==> src/hw/rtl/assert_macros.svh <==
// Assertion macros used by the string-to-integer parse core.
`ifndef ASSERT_MACROS_SVH
`define ASSERT_MACROS_SVH

// Check a property on every clock edge outside reset.
`define ASSERT_HOLDS(label, prop) \
    label: assert property (@(posedge clk) disable iff (!rst_n) (prop)) \
        else $error("parser property violated");

// Check that a condition implies another in the same cycle.
`define ASSERT_IMPLIES(label, cond, prop) \
    `ASSERT_HOLDS(label, (cond) |-> (prop))

// Check that a condition implies another in the next cycle.
`define ASSERT_NEXT(label, cond, prop) \
    `ASSERT_HOLDS(label, (cond) |=> (prop))

`endif

==> src/hw/rtl/s2i_pkg.sv <==
// Types, codes and character helpers for the string-to-integer parser.
package s2i_pkg;

    localparam logic [5:0]  MaxRadix    = 6'd36;
    localparam logic [7:0]  NoDigit     = 8'd255;
    localparam logic [7:0]  ChMinus     = 8'h2D;
    localparam logic [7:0]  ChPlus      = 8'h2B;
    localparam logic [7:0]  ChZero      = 8'h30;
    localparam logic [7:0]  ChLowerX    = 8'h78;
    localparam logic [7:0]  ChUpperX    = 8'h58;
    localparam logic [63:0] MagLimitPos = 64'h7FFF_FFFF_FFFF_FFFF;
    localparam logic [63:0] MagLimitNeg = 64'h8000_0000_0000_0000;
    localparam logic [5:0]  BaseDefault = 6'd10;

    // Result status codes
    localparam logic [1:0] StOk     = 2'd0;
    localparam logic [1:0] StRange  = 2'd1;
    localparam logic [1:0] StNoConv = 2'd2;

    typedef enum logic [5:0] {
        PH_SPACE  = 6'b000001,
        PH_SIGN   = 6'b000010,
        PH_ZERO   = 6'b000100,
        PH_PREFIX = 6'b001000,
        PH_DIGITS = 6'b010000,
        PH_DONE   = 6'b100000
    } s2i_phase_t;

    // One text word held in the input register
    typedef struct packed {
        logic [7:0] ch;
        logic       last;
    } s2i_word_t;

    // One conversion result handed to the output register
    typedef struct packed {
        logic        valid;
        logic [63:0] value;
        logic [1:0]  status;
    } s2i_result_t;

    function automatic logic is_blank(input logic [7:0] c);
        return (c == 8'd32) || ((c >= 8'd9) && (c <= 8'd13));
    endfunction

    // Digit value of 0-9, A-Z, a-z; NoDigit for anything else
    function automatic logic [7:0] digit_value(input logic [7:0] c);
        logic [7:0] d;
        d = NoDigit;
        if ((c >= 8'h30) && (c <= 8'h39)) d = c - 8'h30;
        else if ((c >= 8'h41) && (c <= 8'h5A)) d = c - 8'h37;
        else if ((c >= 8'h61) && (c <= 8'h7A)) d = c - 8'h57;
        return d;
    endfunction

    function automatic logic bad_base(input logic [5:0] b);
        return (b < 6'd2) || (b > MaxRadix);
    endfunction

endpackage

==> src/hw/rtl/s2i_in_reg.sv <==
// Input register stage of the string-to-integer parser.
module s2i_in_reg
    import s2i_pkg::*;
(
    input  logic      clk,
    input  logic      rst_n,
    input  logic      in_valid,
    output logic      in_ready,
    input  logic [7:0] char_byte,
    input  logic      last_char,
    input  logic      out_free,
    output s2i_word_t word,
    output logic      advance
);

    logic      vld_reg;
    logic      vld_next;
    s2i_word_t word_reg;

    // Advance a held word unless it ends a string and the result slot is busy
    assign advance  = vld_reg && (!word_reg.last || out_free);
    assign in_ready = !vld_reg || advance;
    assign word     = word_reg;

    always_comb
    begin
        vld_next = vld_reg;
        if (in_valid && in_ready)
        begin
            vld_next = 1'b1;
        end
        else if (advance)
        begin
            vld_next = 1'b0;
        end
    end

    always_ff @(posedge clk or negedge rst_n)
    begin
        if (!rst_n)
        begin
            vld_reg <= 1'b0;
        end
        else
        begin
            vld_reg <= vld_next;
        end
    end

    // Capture the payload on acceptance
    always_ff @(posedge clk)
    begin
        if (in_valid && in_ready)
        begin
            word_reg.ch   <= char_byte;
            word_reg.last <= last_char;
        end
    end

endmodule

==> src/hw/rtl/s2i_parse_core.sv <==
// Parse state, radix register and per-byte conversion step.
`include "assert_macros.svh"

module s2i_parse_core
    import s2i_pkg::*;
(
    input  logic        clk,
    input  logic        rst_n,
    input  logic        cfg_valid,
    input  logic [5:0]  number_base,
    input  logic        advance,
    input  s2i_word_t   word,
    output s2i_result_t res
);

    s2i_phase_t  phase_reg, phase_next, phase_upd;
    logic [63:0] mag_reg, mag_next, mag_upd;
    logic        neg_reg, neg_next, neg_upd;
    logic        digit_reg, digit_next, digit_upd;
    logic        ovf_reg, ovf_next, ovf_upd;
    logic [5:0]  base_reg, base_next, base_upd;
    logic [5:0]  cfg_base_reg;

    logic        as_sign;
    logic        take;
    logic [7:0]  dval;
    logic [63:0] limit;
    logic [69:0] acc;
    logic        res_fire;

    assign dval     = digit_value(word.ch);
    assign res_fire = advance && word.last;

    // Hold the radix register; writes are to come only while idle, which the block does not enforce
    always_ff @(posedge clk or negedge rst_n)
    begin
        if (!rst_n)
        begin
            cfg_base_reg <= BaseDefault;
        end
        else if (cfg_valid)
        begin
            cfg_base_reg <= number_base;
        end
    end

    // Step the parse state by one byte
    always_comb
    begin
        phase_upd = phase_reg;
        mag_upd   = mag_reg;
        neg_upd   = neg_reg;
        digit_upd = digit_reg;
        ovf_upd   = ovf_reg;
        base_upd  = base_reg;
        as_sign   = 1'b0;
        take      = 1'b0;
        limit     = MagLimitPos;
        acc       = '0;

        unique case (phase_reg)
            PH_SPACE:
            begin
                if (!is_blank(word.ch))
                begin
                    base_upd  = cfg_base_reg;
                    phase_upd = PH_SIGN;
                    if (word.ch == ChMinus)
                    begin
                        neg_upd = 1'b1;
                    end
                    else if (word.ch != ChPlus)
                    begin
                        as_sign = 1'b1;
                    end
                end
            end
            PH_SIGN:
            begin
                as_sign = 1'b1;
            end
            PH_ZERO:
            begin
                if ((word.ch == ChLowerX) || (word.ch == ChUpperX))
                begin
                    phase_upd = PH_PREFIX;
                end
                else
                begin
                    if (base_upd == 6'd0) base_upd = 6'd8;
                    phase_upd = PH_DIGITS;
                    take      = 1'b1;
                end
            end
            PH_PREFIX:
            begin
                if (dval < 8'd16)
                begin
                    base_upd  = 6'd16;
                    phase_upd = PH_DIGITS;
                    take      = 1'b1;
                end
                else
                begin
                    phase_upd = PH_DONE;
                end
            end
            PH_DIGITS:
            begin
                take = 1'b1;
            end
            default:
            begin
                // done: drop trailing bytes
            end
        endcase

        // First byte after any sign: reject a bad radix, else pick prefix handling or radix
        if (as_sign)
        begin
            if ((base_upd != 6'd0) && bad_base(base_upd))
            begin
                phase_upd = PH_DONE;
            end
            else if ((word.ch == ChZero) && ((base_upd == 6'd0) || (base_upd == 6'd16)))
            begin
                digit_upd = 1'b1;
                phase_upd = PH_ZERO;
            end
            else
            begin
                if (base_upd == 6'd0) base_upd = 6'd10;
                phase_upd = PH_DIGITS;
                take      = 1'b1;
            end
        end

        // Accumulate one digit, or end the parse on a non-digit; overflow is mag*base + d beyond the limit
        if (take)
        begin
            if (bad_base(base_upd) || (dval >= {2'b00, base_upd}))
            begin
                phase_upd = PH_DONE;
            end
            else
            begin
                limit = neg_upd ? MagLimitNeg : MagLimitPos;
                acc   = ({6'd0, mag_reg} * {64'd0, base_upd}) + {62'd0, dval};
                if (ovf_reg || (acc > {6'd0, limit}))
                begin
                    ovf_upd = 1'b1;
                end
                else
                begin
                    mag_upd = acc[63:0];
                end
                digit_upd = 1'b1;
            end
        end
    end

    // Form the result from the updated state
    always_comb
    begin
        res.valid = res_fire;
        if (!digit_upd)
        begin
            res.value  = 64'd0;
            res.status = StNoConv;
        end
        else if (ovf_upd)
        begin
            res.value  = neg_upd ? MagLimitNeg : MagLimitPos;
            res.status = StRange;
        end
        else
        begin
            res.value  = neg_upd ? (64'd0 - mag_upd) : mag_upd;
            res.status = StOk;
        end
    end

    // Commit the step, or clear for the next string after a result
    always_comb
    begin
        phase_next = phase_reg;
        mag_next   = mag_reg;
        neg_next   = neg_reg;
        digit_next = digit_reg;
        ovf_next   = ovf_reg;
        base_next  = base_reg;
        if (res_fire)
        begin
            phase_next = PH_SPACE;
            mag_next   = 64'd0;
            neg_next   = 1'b0;
            digit_next = 1'b0;
            ovf_next   = 1'b0;
            base_next  = 6'd0;
        end
        else if (advance)
        begin
            phase_next = phase_upd;
            mag_next   = mag_upd;
            neg_next   = neg_upd;
            digit_next = digit_upd;
            ovf_next   = ovf_upd;
            base_next  = base_upd;
        end
    end

    always_ff @(posedge clk or negedge rst_n)
    begin
        if (!rst_n)
        begin
            phase_reg <= PH_SPACE;
            mag_reg   <= 64'd0;
            neg_reg   <= 1'b0;
            digit_reg <= 1'b0;
            ovf_reg   <= 1'b0;
            base_reg  <= 6'd0;
        end
        else
        begin
            phase_reg <= phase_next;
            mag_reg   <= mag_next;
            neg_reg   <= neg_next;
            digit_reg <= digit_next;
            ovf_reg   <= ovf_next;
            base_reg  <= base_next;
        end
    end

    `ASSERT_NEXT(a_clear_after_result, res_fire, phase_reg == PH_SPACE && !digit_reg)
    `ASSERT_IMPLIES(a_ovf_has_digit, ovf_reg, digit_reg)
    `ASSERT_IMPLIES(a_digits_base_ok, phase_reg == PH_DIGITS, !bad_base(base_reg))
    `ASSERT_HOLDS(a_mag_bound, mag_reg <= MagLimitNeg)

endmodule

==> src/hw/rtl/s2i_out_reg.sv <==
// Result register stage of the string-to-integer parser.
module s2i_out_reg
    import s2i_pkg::*;
(
    input  logic               clk,
    input  logic               rst_n,
    input  s2i_result_t        res,
    output logic               out_valid,
    input  logic               out_ready,
    output logic signed [63:0] value,
    output logic [1:0]         status,
    output logic               out_free
);

    logic        vld_reg;
    logic        vld_next;
    logic [63:0] value_reg;
    logic [1:0]  status_reg;

    assign out_free  = !vld_reg || out_ready;
    assign out_valid = vld_reg;
    assign value     = $signed(value_reg);
    assign status    = status_reg;

    // Load a new result, or drop the held one when taken
    always_comb
    begin
        vld_next = vld_reg && !out_ready;
        if (res.valid)
        begin
            vld_next = 1'b1;
        end
    end

    always_ff @(posedge clk or negedge rst_n)
    begin
        if (!rst_n)
        begin
            vld_reg <= 1'b0;
        end
        else
        begin
            vld_reg <= vld_next;
        end
    end

    always_ff @(posedge clk)
    begin
        if (res.valid)
        begin
            value_reg  <= res.value;
            status_reg <= res.status;
        end
    end

endmodule

==> src/hw/rtl/string_to_int64_parser.sv <==
// Top level of the streaming strtoll-style string to int64 parser.
// Takes one text byte per clock on the in channel, unless stalled, and
// returns one signed 64-bit value with a status word (0 ok, 1 clamped
// out of range, 2 no conversion or bad radix) after the byte marked
// last_char. Sustained rate is one byte per cycle without stalls; a byte
// is held in the input register, then the multiply-by-radix and add step
// updates the parse state and loads the result register, which gives
// out_valid. A last byte waits in the input register while an unread
// result holds the result register, and the input stalls meanwhile.
// The radix register (number_base, reset 10, 0 for auto-detect) is sampled
// at the first non-blank byte of each string and should be written only
// while the block is idle; cfg_ready is always high.
module string_to_int64_parser
    import s2i_pkg::*;
(
    input  logic               clk,
    input  logic               rst_n,
    input  logic               cfg_valid,
    output logic               cfg_ready,
    input  logic [5:0]         number_base,
    input  logic               in_valid,
    output logic               in_ready,
    input  logic [7:0]         char_byte,
    input  logic               last_char,
    output logic               out_valid,
    input  logic               out_ready,
    output logic signed [63:0] value,
    output logic [1:0]         status
);

    s2i_word_t   word;
    s2i_result_t res;
    logic        advance;
    logic        out_free;

    assign cfg_ready = 1'b1;

    s2i_in_reg u_in_reg (
        .clk       (clk),
        .rst_n     (rst_n),
        .in_valid  (in_valid),
        .in_ready  (in_ready),
        .char_byte (char_byte),
        .last_char (last_char),
        .out_free  (out_free),
        .word      (word),
        .advance   (advance)
    );

    s2i_parse_core u_parse_core (
        .clk         (clk),
        .rst_n       (rst_n),
        .cfg_valid   (cfg_valid),
        .number_base (number_base),
        .advance     (advance),
        .word        (word),
        .res         (res)
    );

    s2i_out_reg u_out_reg (
        .clk       (clk),
        .rst_n     (rst_n),
        .res       (res),
        .out_valid (out_valid),
        .out_ready (out_ready),
        .value     (value),
        .status    (status),
        .out_free  (out_free)
    );

endmodule
==> config.mk <==
export PLATFORM = sky130hd
export DESIGN_NAME = string_to_int64_parser
export DESIGN_NICKNAME = d
export VERILOG_FILES = /design/src/hw/rtl/s2i_pkg.sv /design/src/hw/rtl/s2i_in_reg.sv /design/src/hw/rtl/s2i_parse_core.sv /design/src/hw/rtl/s2i_out_reg.sv /design/src/hw/rtl/string_to_int64_parser.sv
export VERILOG_INCLUDE_DIRS = /design/src /design/src/hw/rtl
export SDC_FILE = /design/constraint.sdc
export NUM_CORES = 1
export LEC_CHECK = 0
export ABC_AREA = 1
export BUFFER_PORTS_ARGS = -buffer_cell sky130_fd_sc_hd__buf_2
export CAP_MARGIN = 10
export CELL_PAD_IN_SITES_DETAIL_PLACEMENT = 0
export CELL_PAD_IN_SITES_GLOBAL_PLACEMENT = 1
export CORE_ASPECT_RATIO = 0.9
export CORE_UTILIZATION = 50
export DETAILED_ROUTE_END_ITERATION = 8
export PLACE_DENSITY_LB_ADDON = 0.05
export SYNTH_ARGS = -nofsm -noshare
export SYNTH_HDL_FRONTEND = slang
export SYNTH_SLANG_ARGS = --single-unit
==> constraint.sdc <==
create_clock -name clk -period 20.5 [get_ports clk]
set_input_delay 2.05 -clock clk [delete_from_list [all_inputs] [get_ports clk]]
set_output_delay 2.05 -clock clk [all_outputs]
set_load 0.01 [all_outputs]
---- Word-level counts from Yosys, hierarchy flattened ----
Cells that the tools add are included.
storage, ports and cells
  register bits ........................... 162
  bits of input ports ..................... 20
  output and inout port bits .............. 69
  logic and storage cells ................. 138
operators by class
  add/subtract/negate cells ............... 5
  multipliers ............................. 1
  order comparisons ....................... 15
  equality and inequality tests ........... 12
  multiplexer cells ....................... 63
  reductions and logical operators ........ 29
operator list
  operator                                                                       number
  64-bit 2-to-1 mux                                                              7
  6-bit 2-to-1 mux                                                               18
  70-bit by 8-bit adder with 70-bit output                                       1
  70-bit by 64-bit > comparator with 1-bit output                                1
  64-bit by 6-bit multiplier with 70-bit output                                  1
  66-bit 2-to-1 mux                                                              1
  1-bit by 64-bit subtractor with 64-bit output (first input constant)           1
  6-bit one-hot mux with 3 select lines                                          2
  1-bit 2-to-1 mux                                                               28
  8-bit by 6-bit == test with 1-bit output (second input constant)               3
  8-bit 2-to-1 mux                                                               3
  8-bit by 7-bit == test with 1-bit output (second input constant)               2
  8-bit by 7-bit >= comparator with 1-bit output (second input constant)         2
  8-bit by 7-bit <= comparator with 1-bit output (second input constant)         2
  8-bit by 6-bit subtractor with 8-bit output (second input constant)            2
  6-bit by 5-bit == test with 1-bit output (second input constant)               2
  6-bit > comparator (second input constant)                                     2
  6-bit logical NOT                                                              2
  6-bit by 2-bit less-than comparator with 1-bit output (second input constant)  2
  1-bit logical AND                                                              10
  1-bit logical OR                                                               10
  5-bit 2-to-1 mux                                                               2
  8-bit by 4-bit >= comparator with 1-bit output (second input constant)         1
  8-bit by 6-bit >= comparator with 1-bit output                                 1
  15 further kinds                                                               19

---- Depth between registers and ports, before layout ----
  depth in word-level cells ............... 24
  gate-level depth with buffers ........... 84
  mapped depth without buffers ............ 82

---- Hierarchy ----
From an unflattened synthesis, not the netlist that was laid out.
unflattened totals
  cells, all modules ...................... 4,209
  area total of the unflattened synthesis .. 28,059.4 um^2
by module, submodules not included
  module                  times used  cells each  area each (um^2)  seq. area each (um^2)
  s2i_parse_core          1           4,119       25,689.6          2,130.8
  s2i_out_reg             1           71          2,026.9           2,006.9
  s2i_in_reg              1           17          331.6             295.3
  string_to_int64_parser  1           2           11.3              0.0

---- Worst setup path after synthesis ----
Ideal clock, no wire load.
  path type ............................... register -> register
  from .................................... register u_in_reg.word_reg, in the netlist u_in_reg.word[5]
  to ...................................... register u_out_reg.value_reg[48], in the netlist u_out_reg.value[48] (data pin)
  setup time .............................. 0.270 ns
  arrival ................................. 10.385 ns
  required time ........................... 20.230 ns
  path slack .............................. 9.845 ns
  stages on the path, launching flop included .. 78
  buffers on the path ..................... 3
  clock period less this slack ............ 10.655 ns
  cells stage by stage .................... edfxtp_1 -> buf_4 -> inv_1 -> ha_1 -> inv_1 -> nor2_2 -> nand2_1 -> nand3_1 -> nand2_2 -> nand3_2 -> nand2_2 -> nor2_4 -> nand2_2 -> o21bai_4 -> nand3_2 -> a21boi_4 -> nand2_4 -> nor2_4 -> (+42 left out) -> nand2_1 -> clkbuf_1 -> nand2_1 -> o21ai_0 -> nand2_1 -> o21ai_0 -> nand2_1 -> nand2_1 -> ha_1 -> nand3_1 -> nor2_1 -> nand2_1 -> nand2_1 -> nand2_1 -> nor2_1 -> nand3_1 -> nand3_1 -> a21oi_1
between the ends
  cells in the longest elaborated chain, start to end .. 24
  elaborated cells on any way between the ends .. 81
  classes of those cells .................. add/sub (5); mul (1); order compare (15); eq/ne (7); mux (38); reduce/logical (15)
ends and longest elaborated chain
  what                                                                                     RTL line           RTL
  from (decl)                                                                              s2i_in_reg.sv:18   s2i_word_t word_reg;
  branches (longest 24 deep; another with 8-bit by 7-bit >= comparator with 1-bit output)  --
  to (signal assigned)                                                                     s2i_out_reg.sv:51  value_reg <= res.value;
  to (decl)                                                                                s2i_out_reg.sv:17  logic [63:0] value_reg;
Parallel ways; which one is timed is not known.
A chain may end at the register's enable or synchronous reset.

---- Final worst setup path ----
  from .................................... register u_in_reg.word_reg, in the netlist u_in_reg.word[6]
  to ...................................... register u_out_reg.value_reg[54], in the netlist u_out_reg.value[54] (data pin)
The elaborated chain is that of the path after synthesis.

==> impl_metrics.json <==
{
  "outcome": "finished, final reports clean",
  "synth-seq-area-share_pct": 16.2,
  "powerDensity_mw_per_mm2": 126,
  "crit_family": "simple AND/OR/NAND/NOR gates",
  "cts_buffer_depth": 2,
  "ir_drop_v": 0.000150,
  "finalSetupViolCount": 0,
  "cts_made_buffers": 17,
  "p_clk_share_pct": 9.9,
  "crit_arrival_ps": 15680,
  "switching_power_uw": 2300,
  "drt-wirelength-per-cell_um": 20.9,
  "power_frac_comb_pct": 78.5,
  "gp_congestion": 0.951,
  "via_count": 27000,
  "cpPeakStageDelay_ps": 810,
  "cts_tree": "done",
  "min_path_type": "reg -> reg",
  "syn_inst": 4056,
  "final-hold-violation-count": 0,
  "drtIter0Drc": 2594,
  "cts.sink_count": 162,
  "grt_pass1_wl_um": 154000,
  "gr-total-overflow": 0,
  "synth_nets": 4555,
  "seqPwrFrac_pct": 11.6,
  "htreeDepth": 4,
  "clkSlewWorstSetupHoldPaths_ps": 70,
  "critPathLaunchType": "flip-flop",
  "worst_slew_pin_slew_ps": 977,
  "drc_errors": 0,
  "required_ps": 20670,
  "vias_per_cell": 5.68,
  "startpoint": "u_in_reg.word[6]",
  "grt_max_degree": 79,
  "fmax_mhz": 64.5,
  "relSlewSlack_pct": 34.9,
  "antenna_cells": 0,
  "holdBufCountCts": 0,
  "rsz0062_at_grt": "false",
  "die_h_um": 224,
  "antenna_found_initial": 0,
  "grt_pass1_vias": 26100,
  "async_flop_share_pct": 53.7,
  "syn2layout_area_growth_pct": 5.55,
  "stdcell_count": 4749,
  "period_share_pct": 75.6,
  "post_cts.repair.setup_buffers": 0,
  "synth_edf_count": 75,
  "firstDrtPassIters": 6,
  "crit_buf_inv": 12,
  "drv_cap": 0,
  "start_util_pct": 50.6,
  "hp-start": "u_out_reg.out_valid",
  "nNetsFinal": 4530,
  "crit_path_end_kind": "flip-flop",
  "grt_use_total_pct": 35.9,
  "slew_violations": 0,
  "drive_gt1_share_pct": 5.74,
  "leakagePower_uw": 0.0154,
  "core_mm2": 0.0542,
  "wl_um": 99400,
  "place_inst": 4717,
  "cp_max_fo": 78,
  "io_pins": 89,
  "intPower_uw": 1370,
  "postSynthAreaPerCell_um2": 6.76,
  "ys_types": 64,
  "hpwl_um": 79200,
  "dieWidth_um": 249,
  "ys_seq_elements": 162,
  "num_rows": 81,
  "setup_tns_ps": 0,
  "finalCriticalPeriod_ps": 15510,
  "path_class": "reg -> reg",
  "cts_resized": 0,
  "yosysWarnings": 0,
  "skew_ps": 17.6,
  "dieArea_mm2": 0.0558,
  "cp_slowest_cell": "clkinv_1",
  "p_sw_share_pct": 62.7,
  "synth_ff_type": "dfrtp_1",
  "r2r_start": "u_in_reg.word[6]",
  "clkLatencyLatePin_ps": 470,
  "syn_area_mm2": 0.0274,
  "postRouteAntennaNets": 0,
  "cts_root_buffer": "clkbuf_16",
  "cpMostUsedCell": "nand2_1",
  "port-buffer-count": 87
}
-- final cells by class --
| class | count | area [um2] |
|---|---|---|
| repair buffers | 117 | 663 |
| clock buffers | 20 | 500 |
| clock inverters | 12 | 148 |
| flip-flops and latches | 162 | 4430 |
| well taps | 705 | 882 |
| fillers | 5618 | 25300 |
| multi-input cells | 3117 | 20000 |
| inverters | 616 | 2320 |
-- worst min-delay path, stage by stage (launching register included) --
cell	delay [ps]
dfrtp_1	390
nand2_1	60
nand2_1	60
-- cell usage in the layout (no fill, tap or decap), drive strengths merged, types with 43 or more instances in the layout --
master	count
buf	117
dfrtp	84
nand2	1183
inv	617
xor2	43
ha	225
edfxtp	75
o22ai	62
nor2	468
nand4	115
nand3	248
a21oi	206
o21ai	165
fa	254
-- cells by family after synthesis --
family	after synthesis	share of synthesized area, %
AOI/OAI and AO/OA	511	10.6
xor gates and xnor gates	63	2.01
buffers and inverters	777	11.0
muxes	5	0.205
adders and majority gates	479	28.8
DFF	162	16.2
and+or+nand+nor	2058	31.2
other	1	0.0137
-- through the flow --
stage | setup slack, ps | hold slack (ps) | cell area, um2 | utilization [%] | power [uW]
global placement | 5350 | 518 | 28300 | 52.2 | 3270
detailed placement | 5310 | 521 | 28300 | 52.2 | 3260
CTS | 5290 | 540 | 29000 | 53.4 | 3630
global route | 3780 | 579 | 29000 | 53.4 | 3980
finish | 4990 | 540 | 29000 | 53.4 | 3660
floorplan | 9840 | 454 | 27400 | - | 2370
-- cells in the mapped netlist, types with 6 or more instances --
cell type,n,area share [%]
a21o_1,12,0.33
o21bai_1,15,0.41
nor2_1,457,6.3
nor3_1,15,0.27
xor2_1,43,1.4
nand3_2,7,0.26
fa_1,254,19
xnor2_1,20,0.64
o21ai_0,144,2.6
nand3_1,241,4.4
clkinv_1,7,0.096
edfxtp_1,75,8.2
inv_1,586,8.0
a31oi_1,7,0.16
o21a_1,11,0.30
clkbuf_1,89,1.2
o21ai_1,16,0.29
nand2_2,11,0.25
nand4_1,115,2.6
nand3b_1,11,0.30
buf_1,30,0.41
dfrtp_1,84,7.7
a21oi_1,204,3.7
buf_2,28,0.51
o211ai_1,7,0.19
inv_2,21,0.29
ha_1,225,10
nor2_2,6,0.14
nand2_1,1170,16
a21boi_0,12,0.33
buf_4,9,0.25
o22ai_1,62,1.4
-- power groups by stage --
stage / Combinational, uW / Sequential, uW / Clock (uW)
2_1_floorplan: 1960 / 411 / 0
3_3_place_gp: 2840 / 432 / 0
3_5_place_dp: 2830 / 431 / 0
4_1_cts: 2840 / 425 / 364
5_1_grt: 3170 / 430 / 376
6_report: 2870 / 426 / 363
-- final timing paths --
| check | end | slack (ps) | cells after the start |
|---|---|---|---|
| worst max-delay path | u_out_reg.value[54] | 4990 | 77 |
| worst max register to register | u_out_reg.value[54] | 4990 | 77 |
| max in group asynchronous | u_parse_core.cfg_base_reg[2] | 17730 | 2 |
| worst min-delay path | u_out_reg.out_valid | 540 | 2 |
| worst min register to register | u_out_reg.out_valid | 540 | 2 |
| min in group asynchronous | u_parse_core.mag_reg[42] | 1480 | 1 |
-- routing by layer --
layer  vias to the layer above  routed length (um)  GRT usage, %
met2                      1048               47400          60.1
met3                       177                5910          3.75
li1                      12900                   -             -
met1                     12900               41700          47.4
met5                         -                   0             0
met4                         0                4410          15.2
Power figures use the tool's default switching activity.
